===== src/rtl/length_prefix_chunk_framer_assert.svh =====
// Assertion macros for the length-prefix chunk framer
`ifndef LENGTH_PREFIX_CHUNK_FRAMER_ASSERT_SVH
`define LENGTH_PREFIX_CHUNK_FRAMER_ASSERT_SVH
`ifndef SYNTHESIS
// same-cycle implication
`define LPCF_ASSERT_IMPL(label, clk, rst_n, ante, cons) \
    label: assert property (@(posedge clk) disable iff (!(rst_n)) (ante) |-> (cons)) \
    else $error("lpcf assertion failed");
// next-cycle implication
`define LPCF_ASSERT_NEXT(label, clk, rst_n, ante, cons) \
    label: assert property (@(posedge clk) disable iff (!(rst_n)) (ante) |=> (cons)) \
    else $error("lpcf assertion failed");
`else
`define LPCF_ASSERT_IMPL(label, clk, rst_n, ante, cons)
`define LPCF_ASSERT_NEXT(label, clk, rst_n, ante, cons)
`endif
`endif


===== src/rtl/lpcf_pkg.sv =====
// Shared types and constants for the length-prefix chunk framer
`default_nettype none
package lpcf_pkg;

    localparam int LPCF_FIFO_DEPTH = 4;
    localparam int LPCF_CFG_IDX_W  = 1;
    localparam int LPCF_CFG_DATA_W = 16;

    localparam logic [15:0] LPCF_MAX_CHUNK_RESET = 16'd65507;

    localparam logic [LPCF_CFG_IDX_W-1:0] CFG_SPLIT_MODE = 1'b0;
    localparam logic [LPCF_CFG_IDX_W-1:0] CFG_MAX_CHUNK  = 1'b1;

    // one classified payload byte, queued from front to back
    typedef struct packed {
        logic [7:0]  data;
        logic        hdr;
        logic [15:0] chunk_len;
        logic        last;
    } t_cmd;

    typedef enum logic [1:0] {
        PH_HI,
        PH_LO,
        PH_DATA
    } t_phase;

endpackage
`default_nettype wire


===== src/rtl/length_prefix_chunk_framer.sv =====
// Top level of the length-prefix chunk framer
// Usage:
//   Input channel (i_in_valid / o_in_stall) takes one payload byte per request;
//   the first byte of a packet carries i_first_byte and the packet length.
//   Output channel (o_out_valid / i_out_stall) gives one framed byte per request:
//   a two-byte big-endian chunk length (o_is_header) before each chunk, then the
//   chunk's bytes, o_packet_end on the last byte of the packet. Oversized packets
//   are chunked when split mode is set, otherwise silently dropped.
//   Config channel (i_cfg_valid / o_cfg_ready) is always ready; write only when idle.
// Timing:
//   A byte goes through the command queue and the output register before it is
//   presented; a byte opening a chunk follows its two header bytes. Output moves
//   one byte per cycle unless stalled; input takes one byte per cycle except that
//   each chunk header adds two output bytes, which the queue (DEPTH entries) absorbs
//   first. Dropped and ignored bytes are taken every cycle while the queue has room.
// Reset: synchronous, clears packet state and the queue, split mode off, max_chunk 65507.
// Stall: with i_out_stall high the output byte holds; the queue fills and then
//   o_in_stall is raised until room frees up.
`default_nettype none
`include "length_prefix_chunk_framer_assert.svh"
module length_prefix_chunk_framer
    import lpcf_pkg::*;
#(
    parameter int DEPTH = LPCF_FIFO_DEPTH
) (
    input  wire                        i_clk,
    input  wire                        i_rst_n,
    input  wire                        i_cfg_valid,
    output logic                       o_cfg_ready,
    input  wire [LPCF_CFG_IDX_W-1:0]   i_cfg_index,
    input  wire [LPCF_CFG_DATA_W-1:0]  i_cfg_data,
    input  wire                        i_in_valid,
    output logic                       o_in_stall,
    input  wire [7:0]                  i_data_byte,
    input  wire                        i_first_byte,
    input  wire [23:0]                 i_pkt_len,
    output logic                       o_out_valid,
    input  wire                        i_out_stall,
    output logic [7:0]                 o_out_byte,
    output logic                       o_is_header,
    output logic                       o_packet_end
);

    logic w_accept;
    logic w_push;
    logic w_pop;
    logic w_full;
    logic w_empty;
    t_cmd w_cmd;
    t_cmd w_head;

    assign o_cfg_ready = 1'b1;
    assign o_in_stall  = w_full;
    assign w_accept    = i_in_valid && !w_full;

    lpcf_front u_front (
        .i_clk        (i_clk),
        .i_rst_n      (i_rst_n),
        .i_cfg_valid  (i_cfg_valid),
        .i_cfg_index  (i_cfg_index),
        .i_cfg_data   (i_cfg_data),
        .i_accept     (w_accept),
        .i_data_byte  (i_data_byte),
        .i_first_byte (i_first_byte),
        .i_pkt_len    (i_pkt_len),
        .o_push       (w_push),
        .o_cmd        (w_cmd)
    );

    lpcf_fifo #(
        .DEPTH (DEPTH)
    ) u_fifo (
        .i_clk   (i_clk),
        .i_rst_n (i_rst_n),
        .i_push  (w_push),
        .i_din   (w_cmd),
        .i_pop   (w_pop),
        .o_dout  (w_head),
        .o_full  (w_full),
        .o_empty (w_empty)
    );

    lpcf_back u_back (
        .i_clk        (i_clk),
        .i_rst_n      (i_rst_n),
        .i_head       (w_head),
        .i_empty      (w_empty),
        .o_pop        (w_pop),
        .o_out_valid  (o_out_valid),
        .i_out_stall  (i_out_stall),
        .o_out_byte   (o_out_byte),
        .o_is_header  (o_is_header),
        .o_packet_end (o_packet_end)
    );

    // queue never written when full nor read when empty
    `LPCF_ASSERT_IMPL(a_no_overflow, i_clk, i_rst_n, w_push, !w_full)
    `LPCF_ASSERT_IMPL(a_no_underflow, i_clk, i_rst_n, w_pop, !w_empty)
    // length prefix bytes never close a packet
    `LPCF_ASSERT_IMPL(a_hdr_not_end, i_clk, i_rst_n, o_out_valid && o_is_header, !o_packet_end)
    // a header byte taken is always followed by another output byte
    `LPCF_ASSERT_NEXT(a_hdr_follow, i_clk, i_rst_n, o_out_valid && o_is_header && !i_out_stall, o_out_valid)

endmodule
`default_nettype wire


===== src/rtl/lpcf_fifo.sv =====
// Small command queue between the front and back parts of the framer
`default_nettype none
module lpcf_fifo
    import lpcf_pkg::*;
#(
    parameter int DEPTH = LPCF_FIFO_DEPTH
) (
    input  wire       i_clk,
    input  wire       i_rst_n,
    input  wire       i_push,
    input  wire t_cmd i_din,
    input  wire       i_pop,
    output t_cmd      o_dout,
    output logic      o_full,
    output logic      o_empty
);

    localparam int PTR_W = $clog2(DEPTH);
    localparam int CNT_W = $clog2(DEPTH + 1);

    t_cmd             r_mem [DEPTH];
    logic [PTR_W-1:0] r_wr_ptr, n_wr_ptr;
    logic [PTR_W-1:0] r_rd_ptr, n_rd_ptr;
    logic [CNT_W-1:0] r_count,  n_count;

    always_comb begin
        n_wr_ptr = r_wr_ptr;
        n_rd_ptr = r_rd_ptr;
        n_count  = r_count;
        if (i_push) begin
            n_wr_ptr = (r_wr_ptr == PTR_W'(DEPTH - 1)) ? '0 : r_wr_ptr + 1'b1;
        end
        if (i_pop) begin
            n_rd_ptr = (r_rd_ptr == PTR_W'(DEPTH - 1)) ? '0 : r_rd_ptr + 1'b1;
        end
        if (i_push && !i_pop) begin
            n_count = r_count + 1'b1;
        end else if (!i_push && i_pop) begin
            n_count = r_count - 1'b1;
        end
    end

    always_ff @(posedge i_clk) begin
        if (!i_rst_n) begin
            r_wr_ptr <= '0;
            r_rd_ptr <= '0;
            r_count  <= '0;
        end else begin
            r_wr_ptr <= n_wr_ptr;
            r_rd_ptr <= n_rd_ptr;
            r_count  <= n_count;
        end
    end

    always_ff @(posedge i_clk) begin
        if (i_push) begin
            r_mem[r_wr_ptr] <= i_din;
        end
    end

    assign o_dout  = r_mem[r_rd_ptr];
    assign o_full  = (r_count == CNT_W'(DEPTH));
    assign o_empty = (r_count == '0);

endmodule
`default_nettype wire


===== src/rtl/lpcf_front.sv =====
// Front part: config registers, packet tracking and byte classification
`default_nettype none
module lpcf_front
    import lpcf_pkg::*;
(
    input  wire                        i_clk,
    input  wire                        i_rst_n,
    input  wire                        i_cfg_valid,
    input  wire [LPCF_CFG_IDX_W-1:0]   i_cfg_index,
    input  wire [LPCF_CFG_DATA_W-1:0]  i_cfg_data,
    input  wire                        i_accept,
    input  wire [7:0]                  i_data_byte,
    input  wire                        i_first_byte,
    input  wire [23:0]                 i_pkt_len,
    output logic                       o_push,
    output t_cmd                       o_cmd
);

    logic        r_split_mode;
    logic [15:0] r_max_chunk;
    logic [23:0] r_packet_left, n_packet_left;
    logic [15:0] r_chunk_left,  n_chunk_left;
    logic        r_dropping,    n_dropping;

    logic [15:0] w_eff_max;

    assign w_eff_max = (r_max_chunk == '0) ? 16'd1 : r_max_chunk;

    always_comb begin
        logic [23:0] pl;
        logic [15:0] cl;
        logic        dr;
        logic        active;
        logic        hdr;
        logic [15:0] c;
        logic [23:0] pl_dec;

        pl     = r_packet_left;
        cl     = r_chunk_left;
        dr     = r_dropping;
        active = i_accept;
        hdr    = 1'b0;
        c      = '0;
        pl_dec = '0;

        n_packet_left = r_packet_left;
        n_chunk_left  = r_chunk_left;
        n_dropping    = r_dropping;
        o_push        = 1'b0;
        o_cmd         = '0;

        if (i_accept) begin
            if (i_first_byte) begin
                pl = i_pkt_len;
                cl = '0;
                dr = (i_pkt_len > {8'd0, w_eff_max}) && !r_split_mode;
                if (i_pkt_len == '0) begin
                    // zero length: abandon whatever was open, start nothing
                    active        = 1'b0;
                    n_packet_left = '0;
                    n_chunk_left  = '0;
                    n_dropping    = 1'b0;
                end
            end else if (r_packet_left == '0) begin
                active = 1'b0;
            end
        end

        if (active) begin
            pl_dec = pl - 24'd1;
            if (dr) begin
                n_packet_left = pl_dec;
                n_chunk_left  = cl;
                n_dropping    = (pl_dec != '0);
            end else begin
                hdr = (cl == '0);
                c   = (pl < {8'd0, w_eff_max}) ? pl[15:0] : w_eff_max;
                n_chunk_left  = (hdr ? c : cl) - 16'd1;
                n_packet_left = pl_dec;
                n_dropping    = 1'b0;
                o_push          = 1'b1;
                o_cmd.data      = i_data_byte;
                o_cmd.hdr       = hdr;
                o_cmd.chunk_len = c;
                o_cmd.last      = (pl_dec == '0);
            end
        end
    end

    always_ff @(posedge i_clk) begin
        if (!i_rst_n) begin
            r_split_mode  <= 1'b0;
            r_max_chunk   <= LPCF_MAX_CHUNK_RESET;
            r_packet_left <= '0;
            r_chunk_left  <= '0;
            r_dropping    <= 1'b0;
        end else begin
            r_packet_left <= n_packet_left;
            r_chunk_left  <= n_chunk_left;
            r_dropping    <= n_dropping;
            if (i_cfg_valid) begin
                case (i_cfg_index)
                    CFG_SPLIT_MODE: begin
                        r_split_mode <= i_cfg_data[0];
                    end
                    CFG_MAX_CHUNK: begin
                        r_max_chunk <= i_cfg_data[15:0];
                    end
                    default: begin
                    end
                endcase
            end
        end
    end

endmodule
`default_nettype wire


===== src/rtl/lpcf_back.sv =====
// Back part: expands queued commands into header and payload bytes
`default_nettype none
module lpcf_back
    import lpcf_pkg::*;
(
    input  wire        i_clk,
    input  wire        i_rst_n,
    input  wire t_cmd  i_head,
    input  wire        i_empty,
    output logic       o_pop,
    output logic       o_out_valid,
    input  wire        i_out_stall,
    output logic [7:0] o_out_byte,
    output logic       o_is_header,
    output logic       o_packet_end
);

    t_phase      r_phase, n_phase;
    logic        r_out_valid, n_out_valid;
    logic [7:0]  r_out_byte,  n_out_byte;
    logic        r_is_header, n_is_header;
    logic        r_packet_end, n_packet_end;
    logic        w_load;

    // output register may be refilled when empty or being taken
    assign w_load = !i_empty && (!r_out_valid || !i_out_stall);

    always_comb begin
        n_phase = r_phase;
        if (w_load) begin
            case (r_phase)
                PH_HI:   n_phase = i_head.hdr ? PH_LO : PH_HI;
                PH_LO:   n_phase = PH_DATA;
                PH_DATA: n_phase = PH_HI;
                default: n_phase = PH_HI;
            endcase
        end
    end

    always_comb begin
        o_pop        = 1'b0;
        n_out_valid  = r_out_valid && i_out_stall;
        n_out_byte   = r_out_byte;
        n_is_header  = r_is_header;
        n_packet_end = r_packet_end;
        if (w_load) begin
            n_out_valid = 1'b1;
            case (r_phase)
                PH_HI: begin
                    if (i_head.hdr) begin
                        n_out_byte   = i_head.chunk_len[15:8];
                        n_is_header  = 1'b1;
                        n_packet_end = 1'b0;
                    end else begin
                        n_out_byte   = i_head.data;
                        n_is_header  = 1'b0;
                        n_packet_end = i_head.last;
                        o_pop        = 1'b1;
                    end
                end
                PH_LO: begin
                    n_out_byte   = i_head.chunk_len[7:0];
                    n_is_header  = 1'b1;
                    n_packet_end = 1'b0;
                end
                default: begin
                    n_out_byte   = i_head.data;
                    n_is_header  = 1'b0;
                    n_packet_end = i_head.last;
                    o_pop        = 1'b1;
                end
            endcase
        end
    end

    always_ff @(posedge i_clk) begin
        if (!i_rst_n) begin
            r_phase     <= PH_HI;
            r_out_valid <= 1'b0;
        end else begin
            r_phase     <= n_phase;
            r_out_valid <= n_out_valid;
        end
    end

    always_ff @(posedge i_clk) begin
        r_out_byte   <= n_out_byte;
        r_is_header  <= n_is_header;
        r_packet_end <= n_packet_end;
    end

    assign o_out_valid  = r_out_valid;
    assign o_out_byte   = r_out_byte;
    assign o_is_header  = r_is_header;
    assign o_packet_end = r_packet_end;

endmodule
`default_nettype wire

===== config.mk =====
export PLATFORM = sky130hd
export DESIGN_NAME = length_prefix_chunk_framer
export DESIGN_NICKNAME = d
export VERILOG_FILES = /design/src/rtl/lpcf_pkg.sv /design/src/rtl/length_prefix_chunk_framer.sv /design/src/rtl/lpcf_fifo.sv /design/src/rtl/lpcf_front.sv /design/src/rtl/lpcf_back.sv
export VERILOG_INCLUDE_DIRS = /design/src /design/src/rtl
export SDC_FILE = /design/constraint.sdc
export NUM_CORES = 1
export LEC_CHECK = 0
export ABC_AREA = 1
export BUFFER_PORTS_ARGS = -buffer_cell sky130_fd_sc_hd__buf_2
export CAP_MARGIN = 0
export CORE_ASPECT_RATIO = 0.8
export CORE_MARGIN = 2
export CORE_UTILIZATION = 60
export DETAILED_ROUTE_END_ITERATION = 8
export GPL_TIMING_DRIVEN = 0
export PLACE_DENSITY = 0.88
export SYNTH_ARGS = -nofsm -noshare
export SYNTH_HDL_FRONTEND = slang
export SYNTH_HIERARCHICAL = 1
export SYNTH_SLANG_ARGS = --single-unit

===== constraint.sdc =====
create_clock -name i_clk -period 4.73 [get_ports i_clk]
set_clock_uncertainty 0.1 [all_clocks]
set_input_delay 0 -clock i_clk [delete_from_list [all_inputs] [get_ports i_clk]]
set_output_delay 0 -clock i_clk [all_outputs]
set_load 0.01 [all_outputs]

Word-level counts from Yosys, hierarchy flattened
Memory sizes are Yosys's and may differ from the RTL's. A register that Yosys moved wholly into a read port is not among the register bits.
Cells that the tools add are included.
{"block": "classes", "n_bitwise": 1, "mux": 51, "n_lt_le_gt_ge": 2, "reduce_logical": 29, "eq_ne": 4, "n_addsub": 6}
{"op": "two-way mux 16 bit", "n": 10}
{"op": "two-way mux 24 bit", "n": 6}
{"op": "zero test 24 bit", "n": 3}
{"op": "two-way mux 26 bit", "n": 2}
{"op": "zero test 16 bit", "n": 2}
{"op": "greater-than comparator 24 x 16 -> 1 bit", "n": 1}
{"op": "< comparator 24 x 16 -> 1 bit", "n": 1}
{"op": "nonzero test 24 bit", "n": 1}
{"op": "subtractor 24 x 1 -> 24 bit (second input constant)", "n": 1}
{"op": "two-way mux 1 bit", "n": 21}
{"op": "one-hot mux 8 bit (2 select lines)", "n": 1}
{"op": "subtractor 16 x 1 -> 16 bit (second input constant)", "n": 1}
{"op": "two-way mux 2 bit", "n": 4}
{"op": "two-way mux 8 bit", "n": 1}
{"op": "nonzero test 2 bit", "n": 4}
{"op": "zero test 1 bit", "n": 7}
{"op": "logical AND 1 bit", "n": 6}
{"op": "two-way mux 3 bit", "n": 2}
{"op": "one-hot mux 1 bit (2 select lines)", "n": 3}
{"op": "adder 2 x 1 -> 2 bit (second input constant)", "n": 2}
{"op": "== test 2 bit (second input constant)", "n": 2}
{"op": "one-hot mux 2 bit (2 select lines)", "n": 1}
{"op": "AND reduction 2 bit", "n": 2}
{"op": "adder 3 x 1 -> 3 bit (second input constant)", "n": 1}
{"op": "other kinds (8)", "n": 8}
{"block": "totals", "reg_bits": 78, "input_bits": 55, "word_cells": 107, "ramBits": 104, "mem_count": 1}
{"memory": "u_fifo.r_mem", "depth": 4, "width": 26, "read_ports": 1, "rd_ports_with_merged_regs": 1, "wr": 1, "line_no": "lpcf_fifo.sv:21", "rtl": "t_cmd r_mem [DEPTH];"}

Longest topological paths before layout
{"block": "depth", "ltp_word": 12, "ltp_mapped": 33, "ltp_nobuf": 30}

Hierarchy
The synthesis kept the hierarchy.
{"mod": "lpcf_front", "cells_each": 859, "area_per_inst_um2": 5276.3, "instances": 1, "seq_area_each_um2": 1161.1}
{"mod": "lpcf_fifo", "cells_each": 310, "area_per_inst_um2": 4325.4, "instances": 1, "seq_area_each_um2": 3303.2}
{"mod": "lpcf_back", "cells_each": 91, "area_per_inst_um2": 744.5, "instances": 1, "seq_area_each_um2": 360.3}
{"mod": "length_prefix_chunk_framer", "cells_each": 4, "area_per_inst_um2": 21.3, "instances": 1, "seq_area_each_um2": 0.0}

Worst setup path after synthesis
OpenSTA, ideal clock, no wires.
{"block": "synth_timing", "path_type": "flip-flop to flip-flop", "from": "reg u_fifo.r_count[1]", "to": "reg u_front.r_chunk_left[14]", "arrival_ps": 3990, "path_stages_with_launch": 31, "slack_ps": 508, "required_ps": 4498, "path_buffers": 4, "period_less_slack_ps": 4222, "path_cell_list": "dfxtp_1 > nor3_1 > nor2_2 > nand2_2 > buf_6 > buf_6 > buf_4 > buf_4 > nand2_1 > o21ai_1 > inv_1 > ha_1 > nand2_1 > inv_1 > o21ai_0 > a21oi_1 > nor3_4 > nand2_4 > nand2_1 > nand3_1 > o21ai_2 > ha_1 > inv_1 > nor2_1 > nand2_2 > nor2_1 > nand3_1 > nand2_1 > nand2_1 > nand2_1 > a21oi_2"}
{"block": "synth_via", "elab_chain_len": 10, "word_cells_on_any_way": 18, "cone_classes": "add/sub: 1; order compare: 1; eq/ne: 1; mux: 8; reduce/logical: 7"}
{"element": "start: declaration", "line_no": "lpcf_fifo.sv:24", "rtl": "logic [CNT_W-1:0] r_count, n_count;"}
{"element": "start signal: assignment", "line_no": "lpcf_fifo.sv:51", "rtl": "r_count <= n_count;"}
{"element": "== test 3 bit *", "line_no": "lpcf_fifo.sv:62", "rtl": "assign o_full = (r_count == CNT_W'(DEPTH));"}
{"element": "net o_in_stall", "line_no": "length_prefix_chunk_framer.sv:33", "rtl": "output logic o_in_stall,"}
{"element": "zero test 1 bit *", "line_no": "length_prefix_chunk_framer.sv:54", "rtl": "assign w_accept = i_in_valid && !w_full;"}
{"element": "logical AND 1 bit *", "line_no": "length_prefix_chunk_framer.sv:54"}
{"element": "net w_accept", "line_no": "length_prefix_chunk_framer.sv:44", "rtl": "logic w_accept;"}
{"element": "two-way mux 24 bit", "line_no": "lpcf_front.sv:52", "rtl": "if (i_accept) begin"}
{"element": "< comparator 24 x 16 -> 1 bit", "line_no": "lpcf_front.sv:77", "rtl": "c = (pl < {8'd0, w_eff_max}) ? pl[15:0] : w_eff_max;"}
{"element": "two-way mux 16 bit", "line_no": "lpcf_front.sv:77"}
{"element": "two-way mux 16 bit", "line_no": "lpcf_front.sv:78", "rtl": "n_chunk_left = (hdr ? c : cl) - 16'd1;"}
{"element": "subtractor 16 x 1 -> 16 bit", "line_no": "lpcf_front.sv:78"}
{"element": "two-way mux 16 bit", "line_no": "lpcf_front.sv:71", "rtl": "if (dr) begin"}
{"element": "two-way mux 16 bit", "line_no": "lpcf_front.sv:69", "rtl": "if (active) begin"}
{"element": "end signal: assignment", "line_no": "lpcf_front.sv:99", "rtl": "r_chunk_left <= n_chunk_left;"}
{"element": "end: declaration", "line_no": "lpcf_front.sv:22", "rtl": "logic [15:0] r_chunk_left, n_chunk_left;"}
The timed path passes the listed nets; every way through them passes the cells marked *.
A chain may end at the register's enable or synchronous reset.

Worst setup path after layout
{"block": "layout_timing", "from": "reg u_fifo.r_count[2]", "to": "reg u_front.r_chunk_left[14]"}
{"block": "layout_via", "elab_chain_len": 10, "word_cells_on_any_way": 18, "cone_classes": "add/sub: 1; order compare: 1; eq/ne: 1; mux: 8; reduce/logical: 7"}
{"element": "== test 3 bit *", "line_no": "lpcf_fifo.sv:62"}
{"element": "zero test 1 bit *", "line_no": "length_prefix_chunk_framer.sv:54"}
{"element": "logical AND 1 bit *", "line_no": "length_prefix_chunk_framer.sv:54"}
{"element": "net w_accept", "line_no": "length_prefix_chunk_framer.sv:44"}
{"element": "two-way mux 24 bit", "line_no": "lpcf_front.sv:52"}
{"element": "< comparator 24 x 16 -> 1 bit", "line_no": "lpcf_front.sv:77"}
{"element": "two-way mux 16 bit", "line_no": "lpcf_front.sv:77"}
{"element": "two-way mux 16 bit", "line_no": "lpcf_front.sv:78"}
{"element": "subtractor 16 x 1 -> 16 bit", "line_no": "lpcf_front.sv:78"}
{"element": "two-way mux 16 bit", "line_no": "lpcf_front.sv:71"}
{"element": "two-way mux 16 bit", "line_no": "lpcf_front.sv:69"}
Marks and branches as above.

==> impl_results.html <==
<table>
<tr><th>Metric</th><th>Value</th></tr>
<tr><th colspan="2">Drt</th></tr>
<tr><td>Vias per std cell</td><td>5.99</td></tr>
<tr><td>Antenna Violating Nets Remaining</td><td>0</td></tr>
<tr><td>Sum of routed wire length over all layers</td><td>30.3 mm</td></tr>
<tr><td>Number of DRC violations after detailed routing</td><td>0</td></tr>
<tr><td>Drt first pass iters</td><td>6</td></tr>
<tr><td>Final routed wire length divided by cell count</td><td>18.7 um</td></tr>
<tr><td>Total vias in the final route</td><td>9710</td></tr>
<tr><td>Number of design-rule violations left by the first detailed-router iteration</td><td>1554</td></tr>
<tr><th colspan="2">Cells and area</th></tr>
<tr><td>Final Instance Count excl. Fillers</td><td>1621</td></tr>
<tr><td>Final core utilization</td><td>72.1%</td></tr>
<tr><td>Most common cell after layout, fill and taps aside</td><td>sky130_fd_sc_hd__nand2_1</td></tr>
<tr><td>Post-route cell area</td><td>12100 um2</td></tr>
<tr><td>Count of inserted antenna diode cells</td><td>0</td></tr>
<tr><td>Area growth, synth to finish</td><td>16.2%</td></tr>
<tr><td>Final net count</td><td>1483</td></tr>
<tr><td>Share of layout cells above drive strength 1</td><td>16.2%</td></tr>
<tr><td>Most used cells in the layout excluding fill and tap cells</td><td>sky130_fd_sc_hd__nand2_1 (257), sky130_fd_sc_hd__nor2_1 (166), sky130_fd_sc_hd__inv_1 (128)</td></tr>
<tr><th colspan="2">Synthesis</th></tr>
<tr><td>Post-synth top flop</td><td>sky130_fd_sc_hd__edfxtp_1</td></tr>
<tr><td>Area share of the leading cell type in the synthesized netlist</td><td>33.0%</td></tr>
<tr><td>Unique cell type count in the Yosys netlist</td><td>49</td></tr>
<tr><td>Synth async-reset ratio</td><td>0%</td></tr>
<tr><td>Number of instances in the synthesized netlist</td><td>1264</td></tr>
<tr><td>Area leader, netlist</td><td>sky130_fd_sc_hd__edfxtp_1</td></tr>
<tr><td>Post-synthesis xor/xnor area fraction</td><td>1.86%</td></tr>
<tr><td>Fraction of synthesized area in multiplexers</td><td>0.290%</td></tr>
<tr><td>Combined area of all synthesized cells</td><td>10400 um2</td></tr>
<tr><td>Sequential area share after synthesis</td><td>46.5%</td></tr>
<tr><td>Mean post-synth cell area</td><td>8.20 um2</td></tr>
<tr><td>Complex-gate fraction of the synthesized area</td><td>12.3%</td></tr>
<tr><td>Number of enable-type register cells in the synthesized netlist</td><td>114</td></tr>
<tr><td>Number of synthesized register bits</td><td>184</td></tr>
<tr><td>Main combinational cell family by area after synthesis</td><td>simple AND/OR/NAND/NOR gates</td></tr>
<tr><td>Synth Net Count</td><td>1359</td></tr>
<tr><td>Cell types occupying the most area after synthesis</td><td>sky130_fd_sc_hd__edfxtp_1 (33%), sky130_fd_sc_hd__dfxtp_1 (14%), sky130_fd_sc_hd__nand2_1 (9.3%)</td></tr>
<tr><td>Simple logic cell fraction of the synthesized area</td><td>25.9%</td></tr>
<tr><td>Number of synthesis warnings</td><td>6</td></tr>
<tr><td>Synth Area in Adders</td><td>4.90%</td></tr>
<tr><th colspan="2">Floorplan</th></tr>
<tr><td>Chip height</td><td>122 um</td></tr>
<tr><td>Number of placement rows</td><td>42</td></tr>
<tr><td>Floorplan Core Area</td><td>16700 um2</td></tr>
<tr><td>Top-level port count</td><td>68</td></tr>
<tr><td>Die outline width</td><td>151 um</td></tr>
<tr><td>Initial Utilization</td><td>62.0%</td></tr>
<tr><td>Die Area</td><td>18400 um2</td></tr>
<tr><th colspan="2">Clock network</th></tr>
<tr><td>CTS tree</td><td>done</td></tr>
<tr><td>Root buffer selected by CTS</td><td>sky130_fd_sc_hd__clkbuf_16</td></tr>
<tr><td>Buffer levels on the longest clock path</td><td>2</td></tr>
<tr><td>Number of CTS-inserted buffers</td><td>17</td></tr>
<tr><td>Clk pin slew, worst setup/hold paths</td><td>0.07 ns</td></tr>
<tr><td>Level count of the clock H-tree</td><td>4</td></tr>
<tr><td>Clock latency of the later-clocked register in the worst-skew pair</td><td>0.44 ns</td></tr>
<tr><td>Clock sink total</td><td>184</td></tr>
<tr><th colspan="2">Worst setup path</th></tr>
<tr><td>Data required time of the worst path</td><td>4.93 ns</td></tr>
<tr><td>Kind of end point of the critical path</td><td>flop</td></tr>
<tr><td>Data arrival time at the worst-slack endpoint</td><td>4.62 ns</td></tr>
<tr><td>Worst setup SP type</td><td>flop</td></tr>
<tr><td>Critical Path Start</td><td>u_fifo/r_count[2]$_SDFFE_PN0P_</td></tr>
<tr><td>Category of the most critical setup path</td><td>flop to flop</td></tr>
<tr><td>Highest cell delay on the worst timing path</td><td>0.35 ns</td></tr>
<tr><td>Depth of the worst register-to-register path</td><td>30</td></tr>
<tr><td>CP max stage cell</td><td>sky130_fd_sc_hd__dfxtp_1</td></tr>
<tr><td>Launch instance of the worst register-to-register path</td><td>u_fifo/r_count[2]$_SDFFE_PN0P_</td></tr>
<tr><td>Biggest fanout along the worst timing path</td><td>19</td></tr>
<tr><td>Most frequent cell on the critical path</td><td>sky130_fd_sc_hd__nand2_1</td></tr>
<tr><th colspan="2">Hold path</th></tr>
<tr><td>Type of the tightest min-delay check</td><td>primary input to flop</td></tr>
<tr><td>Startpoint of the lowest-slack hold path</td><td>i_in_valid</td></tr>
<tr><td>Worst hold stages</td><td>6</td></tr>
<tr><th colspan="2">Placement</th></tr>
<tr><td>Final RePlAce weighted congestion</td><td>0.952</td></tr>
<tr><td>Count of buffers from port buffering</td><td>66</td></tr>
<tr><td>HPWL after DPL</td><td>21.2 mm</td></tr>
<tr><td>Area after detailed placement</td><td>11000 um2</td></tr>
<tr><td>Number of placed instances with taps included</td><td>1550</td></tr>
<tr><th colspan="2">Timing</th></tr>
<tr><td>Hold Vio Cnt, Final</td><td>0</td></tr>
<tr><td>Slew Limit Fails</td><td>0</td></tr>
<tr><td>Final Critical Period</td><td>4.42 ns</td></tr>
<tr><td>Share of the cycle needed by the critical path after routing</td><td>93.4%</td></tr>
<tr><td>Unrepaired setup endpoints after global routing</td><td>false</td></tr>
<tr><td>Highest achievable clock rate</td><td>0.226 GHz</td></tr>
<tr><td>Least-Margin Pin Slew</td><td>0.876 ns</td></tr>
<tr><td>Worst max-slew margin expressed relative to the limit</td><td>41.6%</td></tr>
<tr><td>Final Hold Slack</td><td>0.00997 ns</td></tr>
<tr><td>Final setup violation count</td><td>0</td></tr>
<tr><th colspan="2">Global routing</th></tr>
<tr><td>Maximum number of pins on one net before global-route repair</td><td>27</td></tr>
<tr><td>Remaining Overflow, GRT</td><td>0</td></tr>
<tr><td>Global-route wire length before repair</td><td>46.8 mm</td></tr>
<tr><td>Number of global-route vias before repair</td><td>8997</td></tr>
<tr><td>GRT Util Overall</td><td>33.5%</td></tr>
<tr><td>Antenna violations before repair</td><td>0</td></tr>
<tr><th colspan="2">Power and ir drop</th></tr>
<tr><td>Combinational fraction of design power</td><td>53.9%</td></tr>
<tr><td>Proportion of power drawn by flip-flops and latches</td><td>28.6%</td></tr>
<tr><td>Switching share of power</td><td>47.1%</td></tr>
<tr><td>Clock group share of total power</td><td>17.5%</td></tr>
<tr><td>Maximum vdd ir drop</td><td>0.000503 V</td></tr>
<tr><td>Reported leakage power</td><td>5.22 nW</td></tr>
<tr><td>Internal</td><td>4.22 mW</td></tr>
<tr><td>Psw</td><td>3.76 mW</td></tr>
<tr><td>Power consumption</td><td>7.98 mW</td></tr>
<tr><td>Power density over cell area</td><td>662 nW/um2</td></tr>
<tr><th colspan="2">Outcome</th></tr>
<tr><td>Run status</td><td>complete, no violations</td></tr>
<tr><th colspan="2">Run</th></tr>
<tr><td>Max-Cap Viols</td><td>0</td></tr>
</table>
-- sequential cells by signal, summed over array words and instances, names as in the netlist, named ones only --
register,cells
u_fifo/r_mem,104
u_front/r_packet_left,24
u_front/r_chunk_left,16
u_front/r_max_chunk,16
u_back/o_out_byte,8
u_fifo/r_count,3
u_back/r_phase,2
u_fifo/r_rd_ptr,2
u_fifo/r_wr_ptr,2
u_back/o_is_header,1
u_back/o_out_valid,1
u_back/o_packet_end,1
u_front/r_dropping,1
u_front/r_split_mode,1
-- final timing paths --
check / slack (ns) / endpoint
worst max register to register: 0.31 / u_front/r_chunk_left[14]$_SDFFE_PN0P_
worst min-delay path: 0.01 / u_front/r_packet_left[0]$_SDFFE_PN0P_
worst max-delay path: 0.31 / u_front/r_chunk_left[14]$_SDFFE_PN0P_
worst min register to register: 0.37 / u_front/r_chunk_left[10]$_SDFFE_PN0P_
-- cells by family after synthesis --
family / after synthesis
buf+inv: 195
fa+ha+maj: 40
compound gates: 228
other cells: 1
simple gates: 591
flops: 184
mux: 3
xor+xnor: 22
-- power by group through the flow --
stage               clock network, mW  registers (mW)  logic, mW
floorplan                           0            2.30       2.91
global placement                    0            2.29       3.81
detailed placement                  0            2.31       3.90
CTS                              1.40            2.28       4.00
global route                     1.46            2.31       4.69
finish                           1.40            2.28       4.30
-- through the flow --
| step | setup TNS [ns] | setup WS, ns |
|---|---|---|
| after detailed placement | -1.14 | -0.264 |
| after global placement | -0.775 | -0.202 |
| after floorplan | 0 | 0.508 |
| final | 0 | 0.312 |
| after CTS | 0 | 0.0112 |
| after global routing | 0 | 0.0150 |
-- metal layers --
layer | part of all wire (%) | track usage [%] | routed length, um | up-vias
li1 | - | - | - | 4472
met1 | 39 | 47.2 | 12000 | 4476
met2 | 44 | 51.4 | 13500 | 677
met3 | 14 | 8.16 | 4110 | 85
met4 | 2.7 | 10.8 | 810 | 0
met5 | 0 | 0 | 0 | -
-- synth_stat cells (12+ instances only) --
| library cell | number |
|---|---|
| sky130_fd_sc_hd__a21oi_1 | 74 |
| sky130_fd_sc_hd__buf_4 | 16 |
| sky130_fd_sc_hd__clkbuf_1 | 20 |
| sky130_fd_sc_hd__dfxtp_1 | 70 |
| sky130_fd_sc_hd__edfxtp_1 | 114 |
| sky130_fd_sc_hd__ha_1 | 39 |
| sky130_fd_sc_hd__inv_1 | 138 |
| sky130_fd_sc_hd__nand2_1 | 258 |
| sky130_fd_sc_hd__nand3_1 | 60 |
| sky130_fd_sc_hd__nand4_1 | 18 |
| sky130_fd_sc_hd__nor2_1 | 169 |
| sky130_fd_sc_hd__nor2_2 | 12 |
| sky130_fd_sc_hd__o211ai_1 | 14 |
| sky130_fd_sc_hd__o21ai_0 | 55 |
| sky130_fd_sc_hd__o21ai_1 | 40 |
| sky130_fd_sc_hd__o22ai_1 | 28 |
| sky130_fd_sc_hd__xor2_1 | 20 |
-- area by class of cell --
class                           instances  area, um2
Sequential cell                       184       4830
Multi-Input combinational cell        885       4780
Fill cell                            1215       4660
Timing Repair Buffer                  107        728
Inverter                              148        573
Clock buffer                           17        425
Buffer                                 45        293
Tap cell                              220        275
Clock inverter                         15        151
-- worst max-delay path: cells and delay by family, from the launching register on --
family	cells	cell delay, ns
flip-flops	1	0.35
buffers and inverters	7	0.90
adder cells (fa/ha/maj)	2	0.44
AND/OR/NAND/NOR	16	1.78
AO/OA/AOI/OAI	5	0.67
-- timing repair --
action / in CTS / in global routing
setup endpoints to repair: 7 / 146
endpoints found under the hold margin: 63 / 0
gates resized for setup: 5 / 35
setup buffers: 2 / 3
pin swaps: 1 / 8
hold buffers: 36 / 0
No activity file was read; power rests on OpenSTA's default activity.
